--- config.mk ---
export PLATFORM = sky130hd
export DESIGN_NAME = key_velocity_peak_detector_top
export DESIGN_NICKNAME = d
export VERILOG_FILES = /design/src/hdl/kvpd_pkg.sv /design/src/hdl/kvpd_front.sv /design/src/hdl/kvpd_back.sv /design/src/hdl/key_velocity_peak_detector_top.sv
export SDC_FILE = /design/constraint.sdc
export NUM_CORES = 2
export LEC_CHECK = 0
export BUFFER_PORTS_ARGS = -buffer_cell sky130_fd_sc_hd__buf_4
export CAP_MARGIN = 40
export CORE_MARGIN = 5
export CORE_UTILIZATION = 55
export CTS_BUF_LIST = sky130_fd_sc_hd__clkbuf_16
export DETAILED_ROUTE_END_ITERATION = 10
export PLACE_DENSITY = 0.74
export SYNTH_ARGS = -nofsm -noshare
export SYNTH_HDL_FRONTEND = slang
export SYNTH_SLANG_ARGS = --single-unit
--- constraint.sdc ---
create_clock -name clock -period 10.1 [get_ports clock]
set_input_delay 1.515 -clock clock [delete_from_list [all_inputs] [get_ports clock]]
set_output_delay 1.515 -clock clock [all_outputs]
set_load 0.05 [all_outputs]
--- src/hdl/kvpd_pkg.sv ---
// Package for the key velocity peak detector.
// Shared types, register codes, reset values and per-key phase codes.
// No dependencies.
`timescale 1ns / 1ps
`default_nettype none

package kvpd_pkg;

   localparam int KEY_COUNT_DEF    = 25;
   localparam int VELOCITY_CAP_DEF = 15;

   localparam int KEY_W    = 5;
   localparam int SAMPLE_W = 10;
   localparam int TIME_W   = 32;
   localparam int HOLD_W   = 16;
   localparam int NOTE_W   = 7;
   localparam int VEL_W    = 7;
   localparam int CAP_W    = 4;
   localparam int CSR_IDX_W  = 2;
   localparam int CSR_DATA_W = 16;

   localparam int QUEUE_DEPTH = 2;

   localparam logic [SAMPLE_W-1:0] THRESHOLD_RST = 10'd1000;
   localparam logic [HOLD_W-1:0]   HOLD_RST      = 16'd20;
   localparam logic [NOTE_W-1:0]   BASE_NOTE_RST = 7'd60;
   localparam logic [NOTE_W-1:0]   NOTE_MAX      = 7'd127;
   localparam logic [VEL_W-1:0]    VEL_NOTE_OFF  = 7'd127;

   localparam logic [CSR_IDX_W-1:0] CSR_THRESHOLD = 2'd0;
   localparam logic [CSR_IDX_W-1:0] CSR_HOLD      = 2'd1;
   localparam logic [CSR_IDX_W-1:0] CSR_BASE_NOTE = 2'd2;

   typedef enum logic [2:0] {
      PH_IDLE  = 3'b001,
      PH_TRACK = 3'b010,
      PH_HELD  = 3'b100
   } phase_type;

   typedef struct packed {
      logic [KEY_W-1:0]    key_index;
      logic [SAMPLE_W-1:0] sample_value;
      logic [TIME_W-1:0]   time_now;
   } item_type;

   typedef struct packed {
      logic [SAMPLE_W-1:0] press_threshold;
      logic [HOLD_W-1:0]   hold_ticks;
      logic [NOTE_W-1:0]   base_note;
   } cfg_type;

   typedef struct packed {
      logic [SAMPLE_W-1:0] peak;
      logic [TIME_W-1:0]   start;
   } entry_type;

endpackage

`default_nettype wire

--- src/hdl/kvpd_front.sv ---
// Front end: accepts sample requests, drops out-of-range keys, queues the rest.
// Two-entry queue toward the back end. Depends on kvpd_pkg.
`timescale 1ns / 1ps
`default_nettype none

module kvpd_front #(
   parameter int KEY_COUNT = kvpd_pkg::KEY_COUNT_DEF
) (
   input  wire logic                            clock,
   input  wire logic                            reset,
   input  wire logic                            req_valid,
   output logic                                 req_stall,
   input  wire logic [kvpd_pkg::KEY_W-1:0]      req_key_index,
   input  wire logic [kvpd_pkg::SAMPLE_W-1:0]   req_sample_value,
   input  wire logic [kvpd_pkg::TIME_W-1:0]     req_time_now,
   output logic                                 q_valid,
   output kvpd_pkg::item_type                   q_item,
   input  wire logic                            q_pop
);
   import kvpd_pkg::*;

   localparam int PTR_W = (QUEUE_DEPTH > 1) ? $clog2(QUEUE_DEPTH) : 1;
   localparam int CNT_W = $clog2(QUEUE_DEPTH + 1);

   item_type             slot_ff [QUEUE_DEPTH];
   logic [PTR_W-1:0]     wr_ptr_ff, wr_ptr_in;
   logic [PTR_W-1:0]     rd_ptr_ff, rd_ptr_in;
   logic [CNT_W-1:0]     count_ff, count_in;
   logic                 full;
   logic                 in_range;
   logic                 push;
   logic                 pop;

   assign full      = (count_ff == CNT_W'(QUEUE_DEPTH));
   assign req_stall = full;
   assign in_range  = (32'(req_key_index) < 32'(KEY_COUNT));
   assign push      = req_valid && !full && in_range;
   assign q_valid   = (count_ff != '0);
   assign pop       = q_pop && q_valid;
   assign q_item    = slot_ff[rd_ptr_ff];

   always_comb begin
      wr_ptr_in = wr_ptr_ff;
      rd_ptr_in = rd_ptr_ff;
      count_in  = count_ff;
      if (push) begin
         wr_ptr_in = (32'(wr_ptr_ff) == QUEUE_DEPTH - 1) ? '0 : wr_ptr_ff + PTR_W'(1);
      end
      if (pop) begin
         rd_ptr_in = (32'(rd_ptr_ff) == QUEUE_DEPTH - 1) ? '0 : rd_ptr_ff + PTR_W'(1);
      end
      if (push && !pop) begin
         count_in = count_ff + CNT_W'(1);
      end else if (pop && !push) begin
         count_in = count_ff - CNT_W'(1);
      end
   end

   always_ff @(posedge clock) begin
      if (reset) begin
         wr_ptr_ff <= '0;
         rd_ptr_ff <= '0;
         count_ff  <= '0;
      end else begin
         wr_ptr_ff <= wr_ptr_in;
         rd_ptr_ff <= rd_ptr_in;
         count_ff  <= count_in;
      end
   end

   always_ff @(posedge clock) begin
      if (push) begin
         slot_ff[wr_ptr_ff] <= '{key_index: req_key_index,
                                 sample_value: req_sample_value,
                                 time_now: req_time_now};
      end
   end

endmodule

`default_nettype wire

--- src/hdl/kvpd_back.sv ---
// Back end: per-key phase flops and peak/start memory, read-modify-write with
// forwarding of the last write, event generation and response register.
// Depends on kvpd_pkg.
`timescale 1ns / 1ps
`default_nettype none

module kvpd_back #(
   parameter int KEY_COUNT    = kvpd_pkg::KEY_COUNT_DEF,
   parameter int VELOCITY_CAP = kvpd_pkg::VELOCITY_CAP_DEF
) (
   input  wire logic                          clock,
   input  wire logic                          reset,
   input  wire kvpd_pkg::cfg_type             cfg,
   input  wire logic                          q_valid,
   input  wire kvpd_pkg::item_type            q_item,
   output logic                               q_pop,
   output logic                               rsp_valid,
   input  wire logic                          rsp_stall,
   output logic                               rsp_note_on,
   output logic [kvpd_pkg::NOTE_W-1:0]        rsp_pitch,
   output logic [kvpd_pkg::VEL_W-1:0]         rsp_velocity
);
   import kvpd_pkg::*;

   localparam int KIW = (KEY_COUNT > 1) ? $clog2(KEY_COUNT) : 1;

   phase_type           phase_ff [KEY_COUNT];
   entry_type           mem [KEY_COUNT];
   entry_type           rd_ff;

   logic                b_valid_ff, b_valid_in;
   item_type            b_item_ff;
   logic                fwd_valid_ff;
   logic [KIW-1:0]      fwd_key_ff;
   entry_type           fwd_data_ff;

   logic                rsp_valid_ff, rsp_valid_in;
   logic                rsp_note_on_ff;
   logic [NOTE_W-1:0]   rsp_pitch_ff;
   logic [VEL_W-1:0]    rsp_velocity_ff;

   logic                out_free;
   logic                b_go;
   logic [KIW-1:0]      b_key;
   phase_type           cur_phase;
   entry_type           cur_entry;
   logic                pressed;
   logic [SAMPLE_W-1:0] peak_next;
   logic [TIME_W-1:0]   elapsed;
   logic [SAMPLE_W-1:0] diff;
   logic [CAP_W-1:0]    vel_step;
   logic [NOTE_W:0]     pitch_sum;
   logic [NOTE_W-1:0]   pitch;

   phase_type           phase_next;
   logic                phase_we;
   logic                mem_we;
   entry_type           mem_wdata;
   logic                emit;
   logic                emit_on;

   assign out_free   = !rsp_valid_ff || !rsp_stall;
   assign b_go       = b_valid_ff && out_free;
   assign q_pop      = q_valid && (!b_valid_ff || b_go);
   assign b_valid_in = q_pop ? 1'b1 : (b_go ? 1'b0 : b_valid_ff);

   assign b_key     = KIW'(b_item_ff.key_index);
   assign cur_phase = phase_ff[b_key];
   assign cur_entry = (fwd_valid_ff && fwd_key_ff == b_key) ? fwd_data_ff : rd_ff;
   assign pressed   = (b_item_ff.sample_value >= cfg.press_threshold);
   assign peak_next = (b_item_ff.sample_value > cur_entry.peak) ?
                      b_item_ff.sample_value : cur_entry.peak;
   assign elapsed   = b_item_ff.time_now - cur_entry.start;
   assign diff      = (peak_next > cfg.press_threshold) ?
                      peak_next - cfg.press_threshold : '0;
   assign vel_step  = (diff > SAMPLE_W'(VELOCITY_CAP)) ? CAP_W'(VELOCITY_CAP) :
                      CAP_W'(diff);
   assign pitch_sum = {1'b0, cfg.base_note} + (NOTE_W + 1)'(b_item_ff.key_index);
   assign pitch     = (pitch_sum > (NOTE_W + 1)'(NOTE_MAX)) ? NOTE_MAX :
                      pitch_sum[NOTE_W-1:0];

   always_comb begin
      phase_next = cur_phase;
      phase_we   = 1'b0;
      mem_we     = 1'b0;
      mem_wdata  = '{peak: b_item_ff.sample_value, start: b_item_ff.time_now};
      emit       = 1'b0;
      emit_on    = 1'b0;
      case (cur_phase)
         PH_IDLE: begin
            if (pressed) begin
               phase_next = PH_TRACK;
               phase_we   = 1'b1;
               mem_we     = 1'b1;
            end
         end
         PH_TRACK: begin
            if (!pressed) begin
               phase_next = PH_IDLE;
               phase_we   = 1'b1;
            end else begin
               mem_we    = 1'b1;
               mem_wdata = '{peak: peak_next, start: cur_entry.start};
               if (elapsed > TIME_W'(cfg.hold_ticks)) begin
                  phase_next = PH_HELD;
                  phase_we   = 1'b1;
                  emit       = 1'b1;
                  emit_on    = 1'b1;
               end
            end
         end
         default: begin
            if (!pressed) begin
               phase_next = PH_IDLE;
               phase_we   = 1'b1;
               emit       = 1'b1;
            end
         end
      endcase
   end

   always_comb begin
      rsp_valid_in = rsp_valid_ff;
      if (out_free) begin
         rsp_valid_in = b_go && emit;
      end
   end

   always_ff @(posedge clock) begin
      if (reset) begin
         b_valid_ff   <= 1'b0;
         fwd_valid_ff <= 1'b0;
         rsp_valid_ff <= 1'b0;
         for (int i = 0; i < KEY_COUNT; i++) begin
            phase_ff[i] <= PH_IDLE;
         end
      end else begin
         b_valid_ff   <= b_valid_in;
         rsp_valid_ff <= rsp_valid_in;
         if (b_go && mem_we) begin
            fwd_valid_ff <= 1'b1;
         end
         if (b_go && phase_we) begin
            phase_ff[b_key] <= phase_next;
         end
      end
   end

   always_ff @(posedge clock) begin
      if (q_pop) begin
         b_item_ff <= q_item;
         rd_ff     <= mem[KIW'(q_item.key_index)];
      end
      if (b_go && mem_we) begin
         mem[b_key]  <= mem_wdata;
         fwd_key_ff  <= b_key;
         fwd_data_ff <= mem_wdata;
      end
      if (b_go && emit) begin
         rsp_note_on_ff  <= emit_on;
         rsp_pitch_ff    <= pitch;
         rsp_velocity_ff <= emit_on ? {vel_step, 3'b000} : VEL_NOTE_OFF;
      end
   end

   assign rsp_valid    = rsp_valid_ff;
   assign rsp_note_on  = rsp_note_on_ff;
   assign rsp_pitch    = rsp_pitch_ff;
   assign rsp_velocity = rsp_velocity_ff;

endmodule

`default_nettype wire

--- src/hdl/key_velocity_peak_detector_top.sv ---
// Key velocity peak detector: sample requests in, per-key note events out.
// A request passes the front end and its two-entry queue, has its key's
// peak/start entry read from the per-key memory into a register as it leaves
// the queue, and is resolved in the back end with the last write forwarded; a
// key at or past KEY_COUNT is dropped in the front end. Sustained rate is one
// request per clock while no stall holds the flow; a request passes its queue
// slot, then the back-end item register with the registered memory read, and
// its event is then loaded into the response register. A stalled response
// holds the back end, and requests stall once the queue holds two entries. Key
// phases live in flops cleared by reset, so the block is ready once reset ends.
// Depends on kvpd_pkg, kvpd_front, kvpd_back.
`timescale 1ns / 1ps
`default_nettype none

module key_velocity_peak_detector_top #(
   parameter int KEY_COUNT    = kvpd_pkg::KEY_COUNT_DEF,
   parameter int VELOCITY_CAP = kvpd_pkg::VELOCITY_CAP_DEF
) (
   input  wire logic                              clock,
   input  wire logic                              reset,
   input  wire logic                              req_valid,
   output logic                                   req_stall,
   input  wire logic [kvpd_pkg::KEY_W-1:0]        req_key_index,
   input  wire logic [kvpd_pkg::SAMPLE_W-1:0]     req_sample_value,
   input  wire logic [kvpd_pkg::TIME_W-1:0]       req_time_now,
   output logic                                   rsp_valid,
   input  wire logic                              rsp_stall,
   output logic                                   rsp_note_on,
   output logic [kvpd_pkg::NOTE_W-1:0]            rsp_pitch,
   output logic [kvpd_pkg::VEL_W-1:0]             rsp_velocity,
   input  wire logic                              csr_valid,
   output logic                                   csr_ready,
   input  wire logic [kvpd_pkg::CSR_IDX_W-1:0]    csr_index,
   input  wire logic [kvpd_pkg::CSR_DATA_W-1:0]   csr_wdata
);
   import kvpd_pkg::*;

   cfg_type   cfg_ff;
   logic      q_valid;
   item_type  q_item;
   logic      q_pop;

   assign csr_ready = 1'b1;

   always_ff @(posedge clock) begin
      if (reset) begin
         cfg_ff.press_threshold <= THRESHOLD_RST;
         cfg_ff.hold_ticks      <= HOLD_RST;
         cfg_ff.base_note       <= BASE_NOTE_RST;
      end else if (csr_valid && csr_ready) begin
         case (csr_index)
            CSR_THRESHOLD: cfg_ff.press_threshold <= csr_wdata[SAMPLE_W-1:0];
            CSR_HOLD:      cfg_ff.hold_ticks      <= csr_wdata[HOLD_W-1:0];
            CSR_BASE_NOTE: cfg_ff.base_note       <= csr_wdata[NOTE_W-1:0];
            default: begin
            end
         endcase
      end
   end

   kvpd_front #(
      .KEY_COUNT (KEY_COUNT)
   ) u_front (
      .clock            (clock),
      .reset            (reset),
      .req_valid        (req_valid),
      .req_stall        (req_stall),
      .req_key_index    (req_key_index),
      .req_sample_value (req_sample_value),
      .req_time_now     (req_time_now),
      .q_valid          (q_valid),
      .q_item           (q_item),
      .q_pop            (q_pop)
   );

   kvpd_back #(
      .KEY_COUNT    (KEY_COUNT),
      .VELOCITY_CAP (VELOCITY_CAP)
   ) u_back (
      .clock        (clock),
      .reset        (reset),
      .cfg          (cfg_ff),
      .q_valid      (q_valid),
      .q_item       (q_item),
      .q_pop        (q_pop),
      .rsp_valid    (rsp_valid),
      .rsp_stall    (rsp_stall),
      .rsp_note_on  (rsp_note_on),
      .rsp_pitch    (rsp_pitch),
      .rsp_velocity (rsp_velocity)
   );

endmodule

`default_nettype wire
-- Word-level counts from Yosys, hierarchy flattened
Memory sizes are Yosys's and may differ from the RTL's. A register that Yosys moved wholly into a read port is not among the register bits.
Index checks and enable logic that the tools add are counted.
- input port bits: 70
- memories: 3
- register bits: 149
- RAM bits: 1219
- memory list (memory ; words ; bits a word ; rd ports ; clocked after memory_dff ; write ports ; RTL line ; text):
    u_back.mem ; 25 ; 42 ; 1 ; 1 ; 1 ; kvpd_back.sv:28 ; entry_type mem [KEY_COUNT];
    u_front.slot_ff ; 2 ; 47 ; 1 ; 1 ; 1 ; kvpd_front.sv:25 ; item_type slot_ff [QUEUE_DEPTH];
    u_back.phase_ff ; 25 ; 3 ; 1 ; 1 ; 25 ; kvpd_back.sv:27 ; phase_type phase_ff [KEY_COUNT];
- multiplexer cells: 41
- reductions and logical operators: 29
- order comparisons: 7
- equality and inequality tests: 6
- bitwise gates (word level): 1
- add/subtract/negate cells: 7
- operator list (kind ; count):
    2-to-1 mux 42 bit ; 3
    greater-than comparator 32 x 16 -> 1 bit ; 1
    subtractor 32 bit ; 1
    2-to-1 mux 1 bit ; 23
    greater-than comparator 10 bit ; 2
    2-to-1 mux 10 bit ; 2
    2-to-1 mux 3 bit ; 6
    logical AND 1 bit ; 11
    >= comparator 10 bit ; 1
    greater-than comparator 10 x 4 -> 1 bit, second input constant ; 1
    2-to-1 mux 5 bit ; 2
    subtractor 10 bit ; 1
    adder 7 x 5 -> 8 bit ; 1
    greater-than comparator 8 x 7 -> 1 bit, second input constant ; 1
    logical NOT 1 bit ; 6
    one-hot mux 3 bit (2 select lines) ; 1
    AND reduction 2 bit ; 3
    nonzero test 2 bit ; 3
    == test 5 bit ; 1
    less-than comparator 5 bit, second input constant ; 1
    == test 2 bit, second input constant ; 2
    2-to-1 mux 2 bit ; 2
    one-hot mux 1 bit (2 select lines) ; 2
    OR reduction 2 bit ; 2
    other kinds (10) ; 12

-- Logic depth before layout (Yosys ltp)
- depth after elaboration: 14
- depth in mapped cells: 37
- gate-level depth less buffers: 29

-- Hierarchy
A second synthesis with hierarchy kept.
- cells, all modules: 3154
- area, all modules: 59572.1 µm²
- by module, submodules not included (module ; instances ; sequential area each (µm²) ; cells an instance ; area an instance (µm²)):
    kvpd_back ; 1 ; 39047.4 ; 2842 ; 54509.8
    kvpd_front ; 1 ; 2922.8 ; 173 ; 3652.3
    key_velocity_peak_detector_top ; 1 ; 660.6 ; 139 ; 1410.1

-- Worst setup path after synthesis
No wires, ideal clock.
- path kind: register to register
- start point: register (tool-made name)
- end point: memory u_back.mem[24][0] in the netlist's numbering, enable pin
- clock period less this slack: 9.285 ns
- required time: 9.607 ns
- arrival: 8.792 ns
- stages on the path, launching flop included: 11
- path buffers: 2
- slack: 0.815 ns
- cell sequence: dfxtp_1 clkbuf_1 buf_2 mux4_2 mux4_2 mux2i_1 nor3b_1 nand2_1 a21oi_1 nand2_1 nor3_1
- RTL lines (what ; RTL line):
    end, declared ; kvpd_back.sv:28

==> impl_metrics.ini <==
[clocking]
numCtsBuffers = 140
ctsHoldBuffers = 0
clock_latency_ps = 760
cts_tree = done
cts.sinks = 1435
cts_setup_buffers = 0
htreeDepth = 4
cts_buffer_depth = 3
post_cts_resized = 0
cts-root-buf = clkbuf_16
clkTransAtPathRegs_ps = 60

[global_routing]
grt_max_degree = 185
grt-ovfl-total = 0
antenna_found_initial = 0
grt_pass1_vias = 38400
grt.total_usage_pct = 27.0
grt_pass1_wl_mm = 239

[finish]
finalNetCount = 4893
drive_gt1_share_pct = 11.2
area_delta_synth_final_pct = 12.0
layout_commonest_cell = edfxtp_1
finish.instance_area_um2 = 68200
diodes = 0
final_cell_mix = edfxtp_1 (1389), nand2_1 (1200), nand3_1 (187)

[synth]
synth_area_um2 = 60900
yosysWarnings = 0
synth.distinct_cells = 90
seq_area_frac_synth_pct = 70.0
synth-async-reset-ratio_pct = 0
syn-instance-count = 4698
synth.top_cell.area_share_pct = 68.5
synth_area_leaders = edfxtp_1 (69%), nand2_1 (7.4%), a311oi_1 (2.4%), and3_1 (1.8%), nand3_1 (1.5%)
synth-seq-cells = 1435
synth_edf_count = 1389
synth_area_per_cell_um2 = 13.0
syn_nets = 4843
ys.flop_type = edfxtp_1
synth_top_area_cell = edfxtp_1

[place]
place_congestion = 0.880
dpl_cell_area_um2 = 63900
portBuffers = 86
place_hpwl_mm = 92.4
dp_slack_ps = 1930

[worst_setup_path]
r2r_slack_ps = 1840
path_class = flop to flop
cp-end-kind = flop
crit_fanout = 41
cp-start-kind = flop
worstPathRequired_ps = 10520
cp.arrival_ps = 8680

[timing]
max_freq_mhz = 121
period_needed_ps = 8260
worst_slew_pin_slew_ps = 962
finalHoldViolations = 0
finalSetupViolations = 0
final.setup.tns_ps = 0
timing.final.crit_share_pct = 81.8
max-slew-margin-rel_pct = 35.8
drv_slew = 0
rsz0062_at_grt = false
fin_skew_ps = 28.1
hold_slack_ps = 459
timing.final.ws_setup_ps = 1840

[run]
cap_viol_max_count = 0

[detailed_routing]
post_drt_wl_per_cell_um = 25.4
first_pass_iters = 5
dr.first_iter.drc_count = 5127
via_per_inst = 6.31
final_antenna_net_count = 0
drc = 0
vias = 40000
finalWirelength_mm = 161

[outcome]
status = finished, final reports clean

[floorplanning]
die-height_um = 343
ios = 88
coreArea_um2 = 110000
die_w_um = 343
initial_core_util_pct = 55.2
placementRows = 122
dieArea_um2 = 117000

[worst_hold_path]
min_path_type = flop to flop

[pwr]
vdd.ir_drop.worst_uv = 167
leakage_nw = 23.7
p_per_area_nw_per_um2 = 280
## cells by family after synthesis
kind of cell,Yosys count,synth area share (%)
xor+xnor,32,0.504
other cells,1,0.00616
simple gates,1911,13.6
buf+inv,369,2.41
fa+ha+maj,81,1.66
mux,131,2.89
flops,1435,70.0
compound gates,738,8.90
## layout make-up
class / count / area (µm²)
Multi-Input combinational cell: 2894 / 17100
Fill cell: 8016 / 42200
Clock buffer: 144 / 3600
Inverter: 68 / 270
Timing Repair Buffer: 209 / 2040
Clock inverter: 104 / 708
Sequential cell: 1435 / 42600
Tap cell: 1488 / 1860
## worst max-delay path, stage by stage, from the launching register on
cell      delay (ps)
edfxtp_1         590
xnor2_1          330
and4_1           710
nand2_4          590
mux2_4           480
xnor2_1          130
ha_1             190
a31o_2           230
o211ai_1         160
a41oi_1          200
a21oi_2          460
or3_1            230
nand2_1          110
xor2_1           160
ha_1             190
a21o_1           180
a21o_1           170
a21oi_1          140
o21ai_0          150
o31ai_1          290
nor4bb_1         220
o21ai_0          120
nor4_1           260
nand4_1          460
a21boi_4         860
inv_1            310
## worst paths after layout
check,from,to,cells after the start
setup / recovery,u_back.b_key[4],u_back.phase_ff[29][2],25
hold / removal,cfg_ff[16],cfg_ff[16],2
setup reg to reg,u_back.b_key[4],u_back.phase_ff[29][2],25
hold reg to reg,cfg_ff[16],cfg_ff[16],2
## power by group
group          internal (W)  switching, W  total, W
registers           0.00759      0.000323   0.00791
logic               0.00204       0.00423   0.00627
clock network       0.00275       0.00219   0.00493
## state kept, by name, indices dropped and copies added (netlist names), 7 cells and up, named ones only
name	flops
u_back.b_item_ff	42
u_back.mem	1050
u_back.rsp_pitch	7
u_back.rd_ff	42
u_back.fwd_data_ff	42
u_front.slot_ff	94
cfg_ff	33
u_back.phase_ff	96
## through the flow
stage	cells	total power, W	util, %
2_1_floorplan	4698	0.0121	-
3_3_place_gp	6062	0.0140	57.3
3_5_place_dp	6094	0.0142	57.9
4_1_cts	6342	0.0191	61.8
5_1_grt	6342	0.0200	61.8
6_report	6342	0.0191	61.8
## cells in the mapped netlist (all sizes together) (16+ instances only)
| master | n |
|---|---|
| edfxtp | 1389 |
| nand2 | 1201 |
| clkbuf | 222 |
| nand3 | 187 |
| nor2 | 184 |
| and3 | 173 |
| a311oi | 170 |
| o21ai | 135 |
| a21oi | 109 |
| buf | 79 |
| ha | 73 |
| inv | 66 |
| mux2 | 55 |
| a31oi | 50 |
| a21o | 46 |
| dfxtp | 46 |
| mux2i | 46 |
| o311ai | 43 |
| a311o | 42 |
| nor3 | 41 |
| o21bai | 32 |
| mux4 | 30 |
| nand2b | 29 |
| nand4 | 20 |
| xnor2 | 20 |
| nor2b | 16 |
| o211ai | 16 |
## metal layers
layer	track usage [%]	up-vias	part of all wire (%)
li1	-	17600	-
met1	37.6	19700	38
met2	43.7	2351	48
met3	4.56	383	11
met4	9.52	0	3.4
met5	0	-	0
No activity file was read; power rests on OpenSTA's default activity.
